File: config.mk
export PLATFORM = sky130hd
export DESIGN_NAME = serial_bank_switch_mapper
export DESIGN_NICKNAME = d
export VERILOG_FILES = /design/src/rtl/sbsm_pkg.sv /design/src/rtl/sbsm_xlate.sv /design/src/rtl/sbsm_bank_regs.sv /design/src/rtl/serial_bank_switch_mapper.sv
export SDC_FILE = /design/constraint.sdc
export NUM_CORES = 1
export LEC_CHECK = 0
export ABC_CLOCK_PERIOD_IN_PS = 1900
export BUFFER_PORTS_ARGS = -buffer_cell sky130_fd_sc_hd__buf_2
export CORE_UTILIZATION = 53
export CTS_BUF_LIST = sky130_fd_sc_hd__clkbuf_2
export CTS_CLUSTER_SIZE = 12
export DETAILED_ROUTE_END_ITERATION = 10
export PLACE_DENSITY = 0.84
export SLEW_MARGIN = 0
export SYNTH_ARGS = -nofsm -noshare
export SYNTH_HDL_FRONTEND = slang
export SYNTH_SLANG_ARGS = --single-unit
File: constraint.sdc
create_clock -name clk -period 1.9 [get_ports clk]
set_input_delay 0.38 -clock clk [delete_from_list [all_inputs] [get_ports clk]]
set_output_delay 0.38 -clock clk [all_outputs]
set_load 0.01 [all_outputs]
File: src/rtl/sbsm_pkg.sv
// shared types and constants for the serial bank switch mapper
package sbsm_pkg;

	// bus operation codes
	localparam logic [1:0] OP_CPU_RD = 2'd0;
	localparam logic [1:0] OP_CPU_WR = 2'd1;
	localparam logic [1:0] OP_PPU_RD = 2'd2;
	localparam logic [1:0] OP_PPU_WR = 2'd3;

	// landing target of an access
	typedef enum logic [2:0] {
		TGT_INVALID = 3'd0,
		TGT_PRG_RAM = 3'd1,
		TGT_PRG_ROM = 3'd2,
		TGT_CHR     = 3'd3,
		TGT_MAPPER  = 3'd4
	} target_t;

	// register picked by address bits 14:13 on the fifth serial write
	localparam logic [1:0] REG_CONTROL = 2'd0;
	localparam logic [1:0] REG_CHR0    = 2'd1;
	localparam logic [1:0] REG_CHR1    = 2'd2;
	localparam logic [1:0] REG_PRG     = 2'd3;

	// prg banking mode that fixes bank 0 low and switches the high window
	localparam logic [1:0] PRG_MODE_FIX_FIRST = 2'd2;
	// prg banking mode that fixes the last bank high
	localparam logic [1:0] PRG_MODE_FIX_LAST = 2'd3;

	localparam logic [4:0] SHIFT_MARKER = 5'h10;
	localparam logic [4:0] BANK_COUNT_RST = 5'd16;

	// bank windows and mirroring, as seen by the address translation
	typedef struct packed {
		logic [3:0] prg_window_low;
		logic [3:0] prg_window_high;
		logic [4:0] chr_window_low;
		logic [4:0] chr_window_high;
		logic [1:0] mirror_mode;
	} bank_state_t;

	// one translated access
	typedef struct packed {
		target_t     target;
		logic [17:0] mapped_address;
		logic        write_strobe;
		logic [7:0]  write_data;
		logic        serial_write;
	} xlate_res_t;

endpackage

File: src/rtl/sbsm_xlate.sv
// address translation of one bus access against the current bank windows
module sbsm_xlate (
	input  logic [1:0]                op,
	input  logic [15:0]               address,
	input  logic [7:0]                data,
	input  sbsm_pkg::bank_state_t     state,
	output sbsm_pkg::xlate_res_t      res
);
	import sbsm_pkg::*;

	logic       is_cpu;
	logic       is_write;
	logic [3:0] prg_win;
	logic [4:0] chr_win;

	assign is_cpu   = (op == OP_CPU_RD) || (op == OP_CPU_WR);
	assign is_write = (op == OP_CPU_WR) || (op == OP_PPU_WR);
	assign prg_win  = address[14] ? state.prg_window_high : state.prg_window_low;
	assign chr_win  = address[12] ? state.chr_window_high : state.chr_window_low;

	// decode the range and build the physical offset
	always_comb begin
		res = '0;
		res.target = TGT_INVALID;
		if (is_cpu) begin
			if (address < 16'h6000) begin
				res.target = TGT_INVALID;
			end else if (address < 16'h8000) begin
				res.target         = TGT_PRG_RAM;
				res.mapped_address = {5'd0, address[12:0]};
				res.write_strobe   = is_write;
			end else if (is_write) begin
				res.target       = TGT_MAPPER;
				res.serial_write = 1'b1;
			end else begin
				res.target         = TGT_PRG_ROM;
				res.mapped_address = {prg_win, address[13:0]};
			end
		end else if (address < 16'h2000) begin
			res.target         = TGT_CHR;
			res.mapped_address = {1'b0, chr_win, address[11:0]};
			res.write_strobe   = is_write;
		end
		res.write_data = res.write_strobe ? data : 8'd0;
	end

endmodule

File: src/rtl/sbsm_bank_regs.sv
// serial shift register, mapper registers and bank window registers
module sbsm_bank_regs (
	input  logic                  clk,
	input  logic                  arst_n,
	input  logic                  serial_wr,
	input  logic [15:0]           address,
	input  logic [7:0]            data,
	input  logic                  cfg_wr_en,
	input  logic [4:0]            cfg_wr_data,
	output sbsm_pkg::bank_state_t state,
	output logic [1:0]            mirror_next
);
	import sbsm_pkg::*;

	logic [4:0] shift_q;
	logic [4:0] bank_count_q;
	logic [1:0] prg_mode_q;
	logic       chr_mode_q;
	logic [3:0] prg_select_q;
	logic [4:0] chr_sel_low_q;
	logic [4:0] chr_sel_high_q;
	logic       windows_set_q;
	bank_state_t state_q;

	logic [4:0] shift_new;
	logic       load;
	logic [1:0] prg_mode_d;
	logic       chr_mode_d;
	logic [3:0] prg_select_d;
	logic [4:0] chr_sel_low_d;
	logic [4:0] chr_sel_high_d;
	logic [1:0] mirror_d;
	logic [3:0] last_bank;
	logic [3:0] cfg_last_bank;

	assign shift_new     = {data[0], shift_q[4:1]};
	assign load          = serial_wr && !data[7] && shift_q[0];
	assign last_bank     = bank_count_q[3:0] - 4'd1;
	assign cfg_last_bank = cfg_wr_data[3:0] - 4'd1;

	// register values after a fifth serial write
	always_comb begin
		prg_mode_d     = prg_mode_q;
		chr_mode_d     = chr_mode_q;
		prg_select_d   = prg_select_q;
		chr_sel_low_d  = chr_sel_low_q;
		chr_sel_high_d = chr_sel_high_q;
		mirror_d       = state_q.mirror_mode;
		case (address[14:13])
			REG_CONTROL: begin
				mirror_d   = shift_new[1:0];
				prg_mode_d = shift_new[3:2];
				chr_mode_d = shift_new[4];
			end
			REG_CHR0: chr_sel_low_d  = shift_new;
			REG_CHR1: chr_sel_high_d = shift_new;
			REG_PRG:  prg_select_d   = shift_new[3:0];
			default:  mirror_d       = state_q.mirror_mode;
		endcase
	end

	assign mirror_next = load ? mirror_d : state_q.mirror_mode;
	assign state       = state_q;

	// state registers
	always_ff @(posedge clk or negedge arst_n) begin
		if (!arst_n) begin
			shift_q        <= SHIFT_MARKER;
			bank_count_q   <= BANK_COUNT_RST;
			prg_mode_q     <= '0;
			chr_mode_q     <= 1'b0;
			prg_select_q   <= '0;
			chr_sel_low_q  <= '0;
			chr_sel_high_q <= '0;
			windows_set_q  <= 1'b0;
			state_q        <= '{prg_window_low: 4'd0, prg_window_high: 4'd15,
				chr_window_low: 5'd0, chr_window_high: 5'd0, mirror_mode: 2'd0};
		end else if (cfg_wr_en) begin
			bank_count_q <= cfg_wr_data;
			if (!windows_set_q || prg_mode_q == PRG_MODE_FIX_LAST) begin
				state_q.prg_window_high <= cfg_last_bank;
			end
		end else if (serial_wr) begin
			if (data[7]) begin
				shift_q <= SHIFT_MARKER;
			end else if (!shift_q[0]) begin
				shift_q <= shift_new;
			end else begin
				shift_q             <= SHIFT_MARKER;
				prg_mode_q          <= prg_mode_d;
				chr_mode_q          <= chr_mode_d;
				prg_select_q        <= prg_select_d;
				chr_sel_low_q       <= chr_sel_low_d;
				chr_sel_high_q      <= chr_sel_high_d;
				windows_set_q       <= 1'b1;
				state_q.mirror_mode <= mirror_d;
				// recompute prg windows
				case (prg_mode_d)
					PRG_MODE_FIX_FIRST: begin
						state_q.prg_window_low  <= 4'd0;
						state_q.prg_window_high <= prg_select_d;
					end
					PRG_MODE_FIX_LAST: begin
						state_q.prg_window_low  <= prg_select_d;
						state_q.prg_window_high <= last_bank;
					end
					default: begin
						state_q.prg_window_low  <= {prg_select_d[3:1], 1'b0};
						state_q.prg_window_high <= {prg_select_d[3:1], 1'b1};
					end
				endcase
				// recompute chr windows
				if (!chr_mode_d) begin
					state_q.chr_window_low  <= {chr_sel_low_d[4:1], 1'b0};
					state_q.chr_window_high <= {chr_sel_low_d[4:1], 1'b1};
				end else begin
					state_q.chr_window_low  <= chr_sel_low_d;
					state_q.chr_window_high <= chr_sel_high_d;
				end
			end
		end
	end

endmodule

File: src/rtl/serial_bank_switch_mapper.sv
// top level of the serial bank switch mapper: input stage, translation, result register
//
//  channel | handshake           | payload
//  --------+---------------------+--------------------------------------------------
//  in      | in_valid / in_stall | op, address, data
//  out     | out_valid/out_stall | target, mapped_address, write_strobe, write_data,
//          |                     | mirroring
//  cfg     | cfg_wr_en           | cfg_wr_data (prg bank count)
//
// one beat per cycle while out_stall is low, through the input and result registers
// the input register and the result register each hold one beat; the bank registers
// are updated as a beat moves from the input register into the result register
// a stalled result holds; the input register still takes a beat while it is empty
// reset presets all control state and loads the power-on bank windows at once
module serial_bank_switch_mapper (
	input  logic                clk,
	input  logic                arst_n,
	input  logic                in_valid,
	output logic                in_stall,
	input  logic [1:0]          op,
	input  logic [15:0]         address,
	input  logic [7:0]          data,
	output logic                out_valid,
	input  logic                out_stall,
	output sbsm_pkg::target_t   target,
	output logic [17:0]         mapped_address,
	output logic                write_strobe,
	output logic [7:0]          write_data,
	output logic [1:0]          mirroring,
	input  logic                cfg_wr_en,
	input  logic [4:0]          cfg_wr_data
);
	import sbsm_pkg::*;

	logic        valid_s1;
	logic [1:0]  op_s1;
	logic [15:0] address_s1;
	logic [7:0]  data_s1;
	logic        out_valid_q;
	target_t     target_q;
	logic [17:0] mapped_q;
	logic        strobe_q;
	logic [7:0]  wdata_q;
	logic [1:0]  mirror_q;
	logic        advance;
	logic        serial_wr;
	logic [1:0]  mirror_next;
	bank_state_t state;
	xlate_res_t  res;

	assign advance   = !out_valid_q || !out_stall;
	assign in_stall  = valid_s1 && !advance;
	assign serial_wr = advance && valid_s1 && res.serial_write;

	// input register
	always_ff @(posedge clk or negedge arst_n) begin
		if (!arst_n) begin
			valid_s1 <= 1'b0;
		end else if (!in_stall) begin
			valid_s1 <= in_valid;
		end
	end

	always_ff @(posedge clk) begin
		if (!in_stall && in_valid) begin
			op_s1      <= op;
			address_s1 <= address;
			data_s1    <= data;
		end
	end

	sbsm_xlate u_xlate (
		.op      (op_s1),
		.address (address_s1),
		.data    (data_s1),
		.state   (state),
		.res     (res)
	);

	sbsm_bank_regs u_regs (
		.clk         (clk),
		.arst_n      (arst_n),
		.serial_wr   (serial_wr),
		.address     (address_s1),
		.data        (data_s1),
		.cfg_wr_en   (cfg_wr_en),
		.cfg_wr_data (cfg_wr_data),
		.state       (state),
		.mirror_next (mirror_next)
	);

	// result register
	always_ff @(posedge clk or negedge arst_n) begin
		if (!arst_n) begin
			out_valid_q <= 1'b0;
		end else if (advance) begin
			out_valid_q <= valid_s1;
		end
	end

	always_ff @(posedge clk) begin
		if (advance && valid_s1) begin
			target_q <= res.target;
			mapped_q <= res.mapped_address;
			strobe_q <= res.write_strobe;
			wdata_q  <= res.write_data;
			mirror_q <= mirror_next;
		end
	end

	assign out_valid      = out_valid_q;
	assign target         = target_q;
	assign mapped_address = mapped_q;
	assign write_strobe   = strobe_q;
	assign write_data     = wdata_q;
	assign mirroring      = mirror_q;

	// checks
	a_stall_needs_beat: assert property (@(posedge clk) disable iff (!arst_n)
		in_stall |-> valid_s1 && out_valid_q)
		else $error("input stalled with room in the pipe");

	a_strobe_target: assert property (@(posedge clk) disable iff (!arst_n)
		out_valid_q && write_strobe |-> target_q == TGT_PRG_RAM || target_q == TGT_CHR)
		else $error("write strobe on a target that is not memory");

	a_wdata_zero: assert property (@(posedge clk) disable iff (!arst_n)
		out_valid_q && !write_strobe |-> write_data == 8'd0)
		else $error("write data not cleared without strobe");

	a_reg_offset: assert property (@(posedge clk) disable iff (!arst_n)
		out_valid_q && (target_q == TGT_MAPPER || target_q == TGT_INVALID)
			|-> mapped_q == 18'd0)
		else $error("nonzero offset on register or invalid access");

	a_serial_only_cpu: assert property (@(posedge clk) disable iff (!arst_n)
		serial_wr |-> op_s1 == OP_CPU_WR && address_s1[15])
		else $error("serial write from a non mapper access");

endmodule
* Yosys cells after proc, flatten, opt, wreduce, memory -nomap -nowiden
Cells that the tools add are included.
** Storage, ports and cells
- Input port bits :: 36
- Register bits :: 107
- Bits in writable memories :: 0
- Output and inout bits :: 34
- Bits in latches :: 0
- Memories kept :: 0
- Bits in read-only memories :: 0
** Operators by class
- Add/subtract/negate cells :: 2
- Mux-type cells :: 30
- Divide/modulo/power cells :: 0
- Eq/ne operators :: 10
- Reduce and logical (&&, ||, !) cells :: 23
- Shifts and indexed selects :: 0
- Bitwise gates (word level) :: 2
- Multiply operators :: 0
- Order comparisons :: 3
** Operator list (number)
- 16-bit 2-to-1 mux :: 3
- 21-bit 2-to-1 mux :: 2
- 5-bit 2-to-1 mux :: 5
- 22-bit 2-to-1 mux :: 1
- 19-bit 2-to-1 mux :: 1
- 18-bit 2-to-1 mux :: 1
- 16-bit by 14-bit < comparator with 1-bit output (second input constant) :: 1
- 16-bit by 15-bit < comparator with 1-bit output (second input constant) :: 1
- 16-bit < comparator (second input constant) :: 1
- 4-bit 2-to-1 mux :: 4
- 8-bit one-hot mux with 2 select lines :: 1
- 2-bit == test (second input constant) :: 6
- 4-bit AND reduction :: 2
- 4-bit by 1-bit subtractor with 4-bit output (second input constant) :: 2
- 1-bit logical AND :: 6
- 1-bit zero test :: 6
- 1-bit 2-to-1 mux :: 6
- 2-bit 2-to-1 mux :: 3
- 3-bit 2-to-1 mux :: 2
- 6-bit 2-to-1 mux :: 1
- 2-bit by 1-bit == test with 1-bit output (second input constant) :: 2
- 2-bit zero test :: 2
- 1-bit logical OR :: 4
- 2-bit nonzero test :: 2
- other kinds (4) :: 5

* Longest topological paths before layout
Gate-level depths: netlist of the first run.
- Word-level depth :: 10
- Depth in mapped cells :: 6

* Modules after synthesis
Synthesis of the first run repeated with hierarchy kept, for this count alone.
** Unflattened totals
- Cell total of the unflattened synthesis :: 342
- Area, all modules :: 4551.9 um^2
** Modules (own cells, without submodules)
- sbsm_bank_regs :: instances 1, cells an instance 219, area an instance 2254.7 um^2
- serial_bank_switch_mapper :: instances 1, cells an instance 68, area an instance 1840.5 um^2
- sbsm_xlate :: instances 1, cells an instance 55, area an instance 456.7 um^2

* Worst setup path before layout of the first run
No wires, ideal clock.
- Kind :: register to register
- Start :: register out_valid_q (netlist: out_valid)
- End :: register u_regs.chr_sel_low_q[0]
- Data required time :: 1.775 ns
- Path slack :: -0.266 ns
- Library setup time :: 0.125 ns
- Path buffers :: 2
- Cell stages (with the launch flop) :: 7
- Arrival time :: 2.041 ns
- Cell sequence :: dfrtp_1 -> a21bo_4 -> or4_4 -> buf_6 -> or3_1 -> buf_6 -> mux2_4
** On the way
- Cells in the longest elaborated chain, start to end :: 5
** Ends and longest elaborated chain
- start: declaration :: line serial_bank_switch_mapper.sv:39 : logic out_valid_q;
- start signal: assignment :: line serial_bank_switch_mapper.sv:97 : out_valid_q <= valid_s1;
- 1-bit zero test :: line serial_bank_switch_mapper.sv:51 : assign advance = !out_valid_q || !out_stall;
- 1-bit logical OR :: line serial_bank_switch_mapper.sv:51
- 1-bit logical AND (2 in series) :: line serial_bank_switch_mapper.sv:53 : assign serial_wr = advance && valid_s1 && res.serial_write;
- 4-bit AND reduction (no line)
- end signal: assignment :: line sbsm_bank_regs.sv:93 : chr_sel_low_q <= chr_sel_low_d;
- end: declaration :: line sbsm_bank_regs.sv:20 : logic [4:0] chr_sel_low_q;
No other way between the ends.
A chain may end at the register's enable or synchronous reset.

* Final worst setup path of the first run
- Start :: register out_valid_q (netlist: out_valid)
- End :: register u_regs.state_q, in the netlist u_regs.state[10]
** On the way
- Cells in the longest elaborated chain, start to end :: 5
** Ends and longest elaborated chain
- 1-bit zero test :: line serial_bank_switch_mapper.sv:51
- 1-bit logical OR :: line serial_bank_switch_mapper.sv:51
- 1-bit logical AND (2 in series) :: line serial_bank_switch_mapper.sv:53
- 4-bit AND reduction (no line)
- end signal: assignment :: line sbsm_bank_regs.sv:76 : state_q <= '{prg_window_low: 4'd0, prg_window_high: 4'd15,
- end: declaration :: line sbsm_bank_regs.sv:23 : bank_state_t state_q;
No other way between the ends.

==> run_results.csv, run 1 <==
group,metric,value,unit
place,port_buffers,68,
clock_network,cts_tree,"built",
grt,overflow,0,
pwr,cellPowerDensity,734,nW/um2
timing,fin_worst_skew,37.7,ps
logic_synthesis,ys_warn_count,0,
min_path,hold_path_class,"in2reg",
route,detail-route-antenna-nets,0,
critical_path,start_kind,"register",
die,core,8180,um2
logic_synthesis,syn_avg_cell_area,13.2,um2
route,wire_per_inst,18.5,um
die,io_pins,70,
logic_synthesis,synth_flop_cell,"edfxtp_1",
pwr,switching_power,0.00114,W
pwr,p_seq_frac,0.628,
route,drt_iter0_drc,251,
logic_synthesis,synth-edff-count,58,
timing,max_freq,0.508,GHz
timing,period_share,1.04,
critical_path,critical_path_class,"reg2reg",
clock_network,clock_latency,590,ps
timing,fin_hold_ws,52.5,ps
clock_network,clkSlewWorstSetupHoldPaths,280,ps
pwr,p_int,0.00296,W
logic_synthesis,syn-num-nets,377,
grt,grt_pass1_vias,3162,
clock_network,cts_root_buffer,"clkbuf_2",
die,fp.dieW,93.8,um
critical_path,critPathSlowestCell,"or4_4",
timing,fin_ws,-70.0,ps
timing,finalHoldViolCount,0,
logic_synthesis,ys_ff_latch,103,
clock_network,clock_sinks,103,
final_layout,n_antenna_cell,0,
pwr,p_leak,2.46,nW
timing,tightest_slew,509,ps
die,die-area,8790,um2
critical_path,cp_num_buf_inv,0,
critical_path,path_delay_family,"simple AND/OR/NAND/NOR gates",
route,vias,3291,
final_layout,drive_gt1_frac,0.358,
grt,grt_pass1_wl,15600,um
logic_synthesis,synth.most_common_cell,"edfxtp_1",
route,dr.pass1.iters,5,
pwr,combPwrFrac,0.140,
grt,grt_use_total,0.241,
logic_synthesis,syn-cell-area,4460,um2
timing,slew_headroom,0.661,
logic_synthesis,synthCells,339,
critical_path,required,2420,ps
critical_path,worstSetupEndpointType,"register",
timing,setup_viol,10,
logic_synthesis,yosysUniqueCellTypes,52,
clock_network,cts_buffers,9,
final_layout,syn2layout_area_growth,25.4,%
pwr,ir_worst_vdd,0.000576,V
status,failed_checks,"negative setup slack",
grt,grt_antenna_before_repair,0,
die,chipHeight,93.8,um
timing,post-route-min-period,1970,ps
critical_path,crit_path_max_incr_delay,550,ps
pwr,switching_share,0.278,
logic_synthesis,synth_area_leader_cell,"edfxtp_1",
grt,grt_max_degree,31,
clock_network,h-tree-depth,3,
timing,rsz0062_at_grt,"true",
run,cap_viol_max_count,0,
pwr,pwr-share-clk,0.232,
logic_synthesis,synth_seq_area_share,0.644,
logic_synthesis,synth_common_cells,"edfxtp_1 (58), dfrtp_1 (40), nand2_1 (26)",
place,dp_worst_setup_slack,-314,ps
route,post-route-drc-count,0,
place,dpl.hpwl,6330,um
place,globalplace.congestion,0.880,
pwr,total_power,0.00411,W
critical_path,crit_arrival,2490,ps
route,viasPerCell,5.76,
timing,slew_violations,0,
logic_synthesis,async_flop_share,0.437,
status,status,"complete, but fails checks",
die,initial_core_util,0.546,
logic_synthesis,yosys-top-cells-area,"edfxtp_1 (39%), dfrtp_1 (22%), mux2_2 (4.8%)",
final_layout,final_core_utilization,0.685,
critical_path,worstPathCellList,"a21bo_4 > or4_4 > or3_4 > mux2_4",
clock_network,ctsLongestPathBuffers,2,
critical_path,crit_fanout,5,
logic_synthesis,synth.top_cell.area_share,0.390,
final_layout,fin_nets,500,
die,rows,33,
route,routed_wl,10600,um
[cell families (layout without fill, tap and decap cells)]
logic type | after synthesis | after routing | share of synthesized area
AOI/OAI and AO/OA | 64 | 64 | 0.0998
adders and majority gates | 2 | 2 | 0.00561
buffers and inverters | 33 | 160 | 0.0311
DFF | 103 | 103 | 0.644
xor gates and xnor gates | 4 | 4 | 0.00785
and+or+nand+nor | 97 | 97 | 0.120
muxes | 36 | 36 | 0.0917
[layout make-up]
type	instances	area, um2
inverters	11	41.3
repair buffers	134	937
clock inverters	6	52.6
flip-flops and latches	103	2870
clock buffers	9	45.0
well taps	105	131
multi-input cells	203	1520
fillers	552	2580
[cells in the final DEF, fill, tap and decap left out, types with 3 or more instances in the layout]
| master | count |
|---|---|
| o221ai_1 | 3 |
| dfrtp_1 | 40 |
| nor2_1 | 7 |
| dlygate4sd3_1 | 28 |
| nand2b_1 | 7 |
| o32ai_1 | 3 |
| mux2_2 | 19 |
| a21oi_1 | 4 |
| a31oi_1 | 5 |
| clkbuf_2 | 9 |
| xor2_1 | 3 |
| a22o_1 | 3 |
| inv_1 | 11 |
| nor2b_1 | 13 |
| edfxtp_1 | 58 |
| o22ai_1 | 9 |
| mux2i_1 | 12 |
| buf_2 | 70 |
| mux2_4 | 5 |
| nor3_1 | 7 |
| dfstp_2 | 5 |
| o21a_1 | 3 |
| nand2_1 | 26 |
| nand3b_1 | 5 |
| buf_4 | 31 |
| o21ai_0 | 15 |
| buf_6 | 3 |
| o31ai_1 | 4 |
| and3_1 | 9 |
[worst reg2reg max path, stage by stage (launching register included)]
cell	delay (ps)
dfrtp_1	450
a21bo_4	220
or4_4	550
or3_4	410
mux2_4	310
[metal layers]
metal | share of wire | up-vias | global-route usage
met4 | 0.033 | 0 | 0.123
met1 | 0.40 | 1596 | 0.298
met3 | 0.056 | 34 | 0.0437
li1 | - | 1498 | -
met2 | 0.51 | 163 | 0.405
met5 | 0 | - | 0
[worst paths after layout]
kind                                 startpoint                endpoint  slack (ps)  depth (start not counted)
setup / recovery                      out_valid        u_regs.state[10]         -70                          4
hold / removal                        out_stall               out_valid          50                          2
setup reg to reg                      out_valid        u_regs.state[10]         -70                          4
hold reg to reg            u_regs.windows_set_q    u_regs.windows_set_q         500                          1
max in group asynchronous                arst_n        u_regs.state[13]        1050                          3
min in group asynchronous                arst_n  u_regs.prg_select_q[3]         260                          2
[registers in the layout (all words and copies together) (netlist names), 3 cells and up]
register,count
u_regs.state,20
mapped_address,18
address_s1,16
data_s1,8
write_data,8
u_regs.chr_sel_high_q,5
u_regs.shift_q,5
u_regs.bank_count_q,4
u_regs.prg_select_q,4
target,3
[through the flow]
stage	cell area (um2)	std cells	TNS [ps]
floorplan	4470	339	-1710
global placement	5110	523	-2420
detailed placement	5110	523	-3490
CTS	5510	566	-595
global route	5600	571	-953
finish	5600	571	-561
[power groups by stage]
stage,Sequential (W),Clock (W),Combinational [W]
final,0.00258,0.000952,0.000575
after CTS,0.00257,0.000951,0.000535
after floorplan,0.00263,0,0.000227
after global routing,0.00259,0.00106,0.000615
after detailed placement,0.00261,0,0.000487
after global placement,0.00261,0,0.000469
[repair_timing]
item / 4_1_cts / 5_1_grt
setup endpoints to repair: 22 / 44
hold buffers: 28 / 0
pin swaps: 0 / 2
cloned: 0 / 2
gates resized for setup: 4 / 13
buffers inserted: 0 / 3
hold endpoints to repair: 46 / 0
No activity file was read; power rests on OpenSTA's default activity.
==> inputs of run 2 (changes only) <==
- CTS_CLUSTER_SIZE: 12 -> 40
- RECOVER_POWER: not set -> 25
==> run_results.csv, run 2 (same netlist as run 1, synthesis figures left out) <==
group,metric,value,unit
min_path,hold_path_class,"in2reg",
route,drt_iter0_drc,295,
timing,fin_hold_ws,49.5,ps
route,post-route-drc-count,0,
final_layout,drive_gt1_frac,0.354,
timing,setup_viol,10,
die,core,8180,um2
pwr,ir_worst_vdd,0.000575,V
clock_network,cts_root_buffer,"clkbuf_2",
grt,grt_pass1_wl,15600,um
clock_network,clock_sinks,103,
grt,grt_use_total,0.241,
clock_network,clock_latency,590,ps
route,wire_per_inst,18.5,um
route,viasPerCell,5.74,
timing,fin_ws,-75.3,ps
route,detail-route-antenna-nets,0,
final_layout,final_common_cell,"buf_2",
timing,post-route-min-period,1980,ps
route,dr.pass1.iters,5,
clock_network,h-tree-depth,3,
timing,period_share,1.04,
clock_network,ctsLongestPathBuffers,2,
pwr,combPwrFrac,0.139,
die,chipHeight,93.8,um
critical_path,crit_arrival,2500,ps
critical_path,required,2420,ps
die,fp.dieW,93.8,um
pwr,p_seq_frac,0.629,
place,port_buffers,68,
critical_path,worstSetupEndpointType,"register",
final_layout,fin_nets,500,
pwr,switching_share,0.277,
place,dpl.hpwl,6330,um
final_layout,final_cell_mix,"buf_2 (68), edfxtp_1 (58), dfrtp_1 (40), buf_4 (31), dlygate4sd3_1 (28)",
min_path,hp-start,"cfg_wr_data[1]",
timing,slew_violations,0,
timing,slew_headroom,0.206,
grt,grt_antenna_before_repair,0,
timing,finalHoldViolCount,0,
final_layout,syn2layout_area_growth,25.0,%
grt,grt_max_degree,31,
critical_path,startpoint,"out_valid",
critical_path,crit_fanout,5,
pwr,p_int,0.00296,W
route,vias,3277,
timing,rsz0062_at_grt,"true",
place,dpl.cell_count,523,
clock_network,clkSlewWorstSetupHoldPaths,280,ps
pwr,cellPowerDensity,734,nW/um2
route,routed_wl,10500,um
critical_path,critical_path_class,"reg2reg",
die,io_pins,70,
status,failed_checks,"negative setup slack",
grt,overflow,0,
critical_path,start_kind,"register",
pwr,switching_power,0.00114,W
final_layout,largest_register_ffs,20,
final_layout,fin_cells,571,
pwr,p_leak,2.45,nW
timing,tightest_slew,1190,ps
die,initial_core_util,0.546,
die,rows,33,
clock_network,cts_tree,"built",
critical_path,reg2reg_from,"out_valid",
die,die-area,8790,um2
run,cap_viol_max_count,0,
pwr,pwr-share-clk,0.231,
status,status,"complete, but fails checks",
timing,max_freq,0.506,GHz
timing,fin_setup_tns,-605,ps
place,globalplace.congestion,0.880,
grt,grt_pass1_vias,3162,
final_layout,nFillCells,554,
timing,fin_worst_skew,31.9,ps
clock_network,cts_buffers,9,
final_layout,n_antenna_cell,0,
-- run 2: worst paths after layout --
kind                            slack (ps)  depth (start not counted)                endpoint
max in group asynchronous              150                          3        u_regs.state[18]
worst max-delay path                   -80                          4        u_regs.state[10]
worst min-delay path                    50                          3  u_regs.bank_count_q[1]
worst min register to register         500                          1    u_regs.windows_set_q
min in group asynchronous              520                          2       u_regs.chr_mode_q
worst max register to register         -80                          4        u_regs.state[10]
-- run 2: per-layer routing --
layer	up-vias	GRT usage	routed length (um)
li1	1499	-	-
met4	0	0.123	310
met1	1604	0.298	4150
met5	-	0	0
met3	30	0.0437	606
met2	144	0.405	5470
-- run 2: stage by stage --
stage | utilization | total power, W | worst slack [ps] | instance area (um2)
3_5_place_dp | 0.626 | 0.00310 | -314 | 5110
6_report | 0.682 | 0.00410 | -75.3 | 5580
3_3_place_gp | 0.626 | 0.00308 | -266 | 5110
4_1_cts | 0.674 | 0.00405 | -71.0 | 5510
2_1_floorplan | - | 0.00285 | -266 | 4470
5_1_grt | 0.682 | 0.00426 | -113 | 5580
-- run 2: cell type report --
type / instances / area [um2] / area share
well taps: 105 / 131 / 0.0235
clock buffers: 9 / 45.0 / 0.00807
repair buffers: 134 / 920 / 0.165
flip-flops and latches: 103 / 2870 / 0.515
inverters: 11 / 41.3 / 0.00740
multi-input cells: 203 / 1520 / 0.272
clock inverters: 6 / 52.6 / 0.00942
-- run 2: critical path, stage by stage (launching register included) --
cell,delay [ps]
dfrtp_1,450
a21bo_4,220
or4_4,550
or3_4,410
mux2_4,310
-- run 2: power by group through the flow --
stage / Clock [W] / Sequential (W) / Combinational (W)
4_1_cts: 0.000951 / 0.00257 / 0.000535
6_report: 0.000947 / 0.00258 / 0.000571
5_1_grt: 0.00106 / 0.00259 / 0.000611
3_5_place_dp: 0 / 0.00261 / 0.000487
2_1_floorplan: 0 / 0.00263 / 0.000227
3_3_place_gp: 0 / 0.00261 / 0.000469
-- run 2: timing repair --
item	CTS	global route
setup endpoints to repair	22	44
setup buffers	0	3
hold buffers	28	0
hold endpoints to repair	46	0
cloned	0	2
pin swaps	0	2
gates resized for setup	4	13
==> inputs of run 3 (changes only) <==
- ABC_CLOCK_PERIOD_IN_PS: 1900 -> 1700
- clock period: 1.9 -> 1.7 ns (I/O delays scaled with it)
==> run_results.csv, run 3 (same netlist as run 1, synthesis figures left out) <==
group,metric,value,unit
grt,grt_max_degree,31,
die,chipHeight,93.8,um
critical_path,reg2reg_from,"out_valid",
timing,max_freq,0.496,GHz
grt,grt_use_total,0.275,
timing,fin_setup_tns,-10880,ps
timing,finalHoldViolCount,0,
final_layout,largest_register_ffs,20,
critical_path,critical_path_class,"reg2reg",
place,placed_area,5220,um2
final_layout,fin_cells,594,
route,post-route-drc-count,0,
grt,grt_antenna_before_repair,0,
final_layout,drive_gt1_frac,0.431,
min_path,hp-start,"cfg_wr_data[2]",
critical_path,critPathSlowestCell,"or4_4",
die,fp.dieW,93.8,um
route,wire_per_inst,22.7,um
clock_network,cts_tree,"built",
place,dpl.hpwl,6510,um
die,rows,33,
grt,overflow,0,
clock_network,clock_latency,630,ps
critical_path,crit_fanout,5,
timing,fin_hold_ws,18.6,ps
critical_path,worstPathCellList,"a21bo_4 > or4_4 > or3_4 > mux2_4",
final_layout,final_common_cell,"buf_2",
pwr,cellPowerDensity,804,nW/um2
critical_path,required,2250,ps
final_layout,stdcell_area,6060,um2
clock_network,clock_sinks,103,
min_path,hold_depth,2,
status,failed_checks,"negative setup slack",
final_layout,final_core_utilization,0.741,
final_layout,seq_area,2870,um2
timing,fin_worst_skew,47.1,ps
place,globalplace.congestion,0.875,
critical_path,crit_arrival,2570,ps
critical_path,start_kind,"register",
route,vias,3654,
place,port_buffers,68,
grt,grt_pass1_vias,3538,
timing,slew_headroom,0.224,
route,dr.pass1.iters,9,
pwr,ir_worst_vdd,0.000590,V
place,dpl.cell_count,531,
route,detail-route-antenna-nets,0,
final_layout,syn2layout_area_growth,35.8,%
critical_path,r2r_cells,4,
timing,slew_violations,0,
timing,period_share,1.19,
die,die-area,8790,um2
critical_path,crit_path_max_incr_delay,530,ps
final_layout,nFillCells,443,
min_path,min_to,"u_regs.bank_count_q[2]",
run,cap_viol_max_count,0,
clock_network,cts_buffers,9,
route,viasPerCell,6.15,
status,status,"complete, but fails checks",
clock_network,ctsLongestPathBuffers,2,
final_layout,multiInputGateArea,1730,um2
final_layout,n_antenna_cell,0,
clock_network,clkSlewWorstSetupHoldPaths,300,ps
timing,fin_ws,-317,ps
clock_network,cts_root_buffer,"clkbuf_2",
critical_path,rr_endpoint,"u_regs.chr_sel_low_q[0]",
critical_path,worstSetupEndpointType,"register",
route,drt_iter0_drc,404,
timing,post-route-min-period,2020,ps
clock_network,h-tree-depth,3,
final_layout,fin_nets,522,
timing,tightest_slew,1160,ps
timing,rsz0062_at_grt,"true",
die,io_pins,70,
route,routed_wl,13500,um
critical_path,rrSetupSlack,-320,ps
final_layout,final_cell_mix,"buf_2 (63), edfxtp_1 (58), buf_4 (43), dfrtp_1 (40), dlygate4sd3_1 (31)",
min_path,hold_path_class,"in2reg",
die,core,8180,um2
pwr,p_leak,2.67,nW
grt,grt_pass1_wl,17900,um
die,initial_core_util,0.546,
timing,setup_viol,65,
run 3: changes by cell type in the layout (fill, tap and decap cells not counted), sizes merged:
| cell | delta |
|---|---|
| buf | +17 |
| dlygate4sd3 | +3 |
| clkinv | +2 |
| clkbuf | +1 |
| clkinvlp | -1 |
| or3 | +1 |
run 3: what timing repair did:
action	CTS	global route
endpoints found under the setup margin	48	61
gates cloned	0	1
endpoints found under the hold margin	49	0
hold buffers	31	0
setup buffers	7	9
pin swaps	4	7
gates resized for setup	25	50
run 3: final cells by class:
| cell class | count | area share |
|---|---|---|
| sequential | 103 | 0.474 |
| multi-input combinational | 204 | 0.285 |
| timing repair buffer | 155 | 0.194 |
| tap | 105 | 0.0217 |
| clock inverter | 7 | 0.0107 |
| clock buffer | 9 | 0.00743 |
| inverter | 11 | 0.00681 |
run 3: worst max-delay path by stage:
stage | start | to | slack (ps) | cells past startpoint
finish | out_valid | u_regs.chr_sel_low_q[0] | -320 | 4
global route | op_s1[1] | u_regs.chr_sel_high_q[0] | -410 | 7
CTS | out_valid | u_regs.state[8] | -290 | 4
detailed placement | out_stall | u_regs.state[10] | -420 | 5
global placement | out_stall | u_regs.state[11] | -400 | 5
floorplan | out_valid | u_regs.chr_sel_low_q[0] | -470 | 6
run 3: routing by layer:
metal  up-vias  track usage  wire length (um)  part of all wire
met4         0        0.168               694             0.051
met2       254        0.459              7070              0.52
met3        74       0.0485               977             0.072
li1       1550            -                 -                 -
met1      1776        0.331              4760              0.35
met5         -            0                 0                 0
run 3: worst max-delay path, delay by kind of cell (launching register included):
kind | cells | cell delay (ps)
DFF | 1 | 470
and+or+nand+nor | 2 | 940
muxes | 1 | 320
AOI/OAI and AO/OA | 1 | 230
run 3: report_power, final:
group	internal, W	switching (W)
logic	0.000372	0.000426
registers	0.00281	0.0000776
clock network	0.000227	0.000955
total	0.00341	0.00146
run 3: metrics by stage:
stage	total power [W]	worst slack [ps]
2_1_floorplan	0.00320	-466
3_3_place_gp	0.00347	-401
3_5_place_dp	0.00350	-421
4_1_cts	0.00464	-289
5_1_grt	0.00501	-409
6_report	0.00487	-317
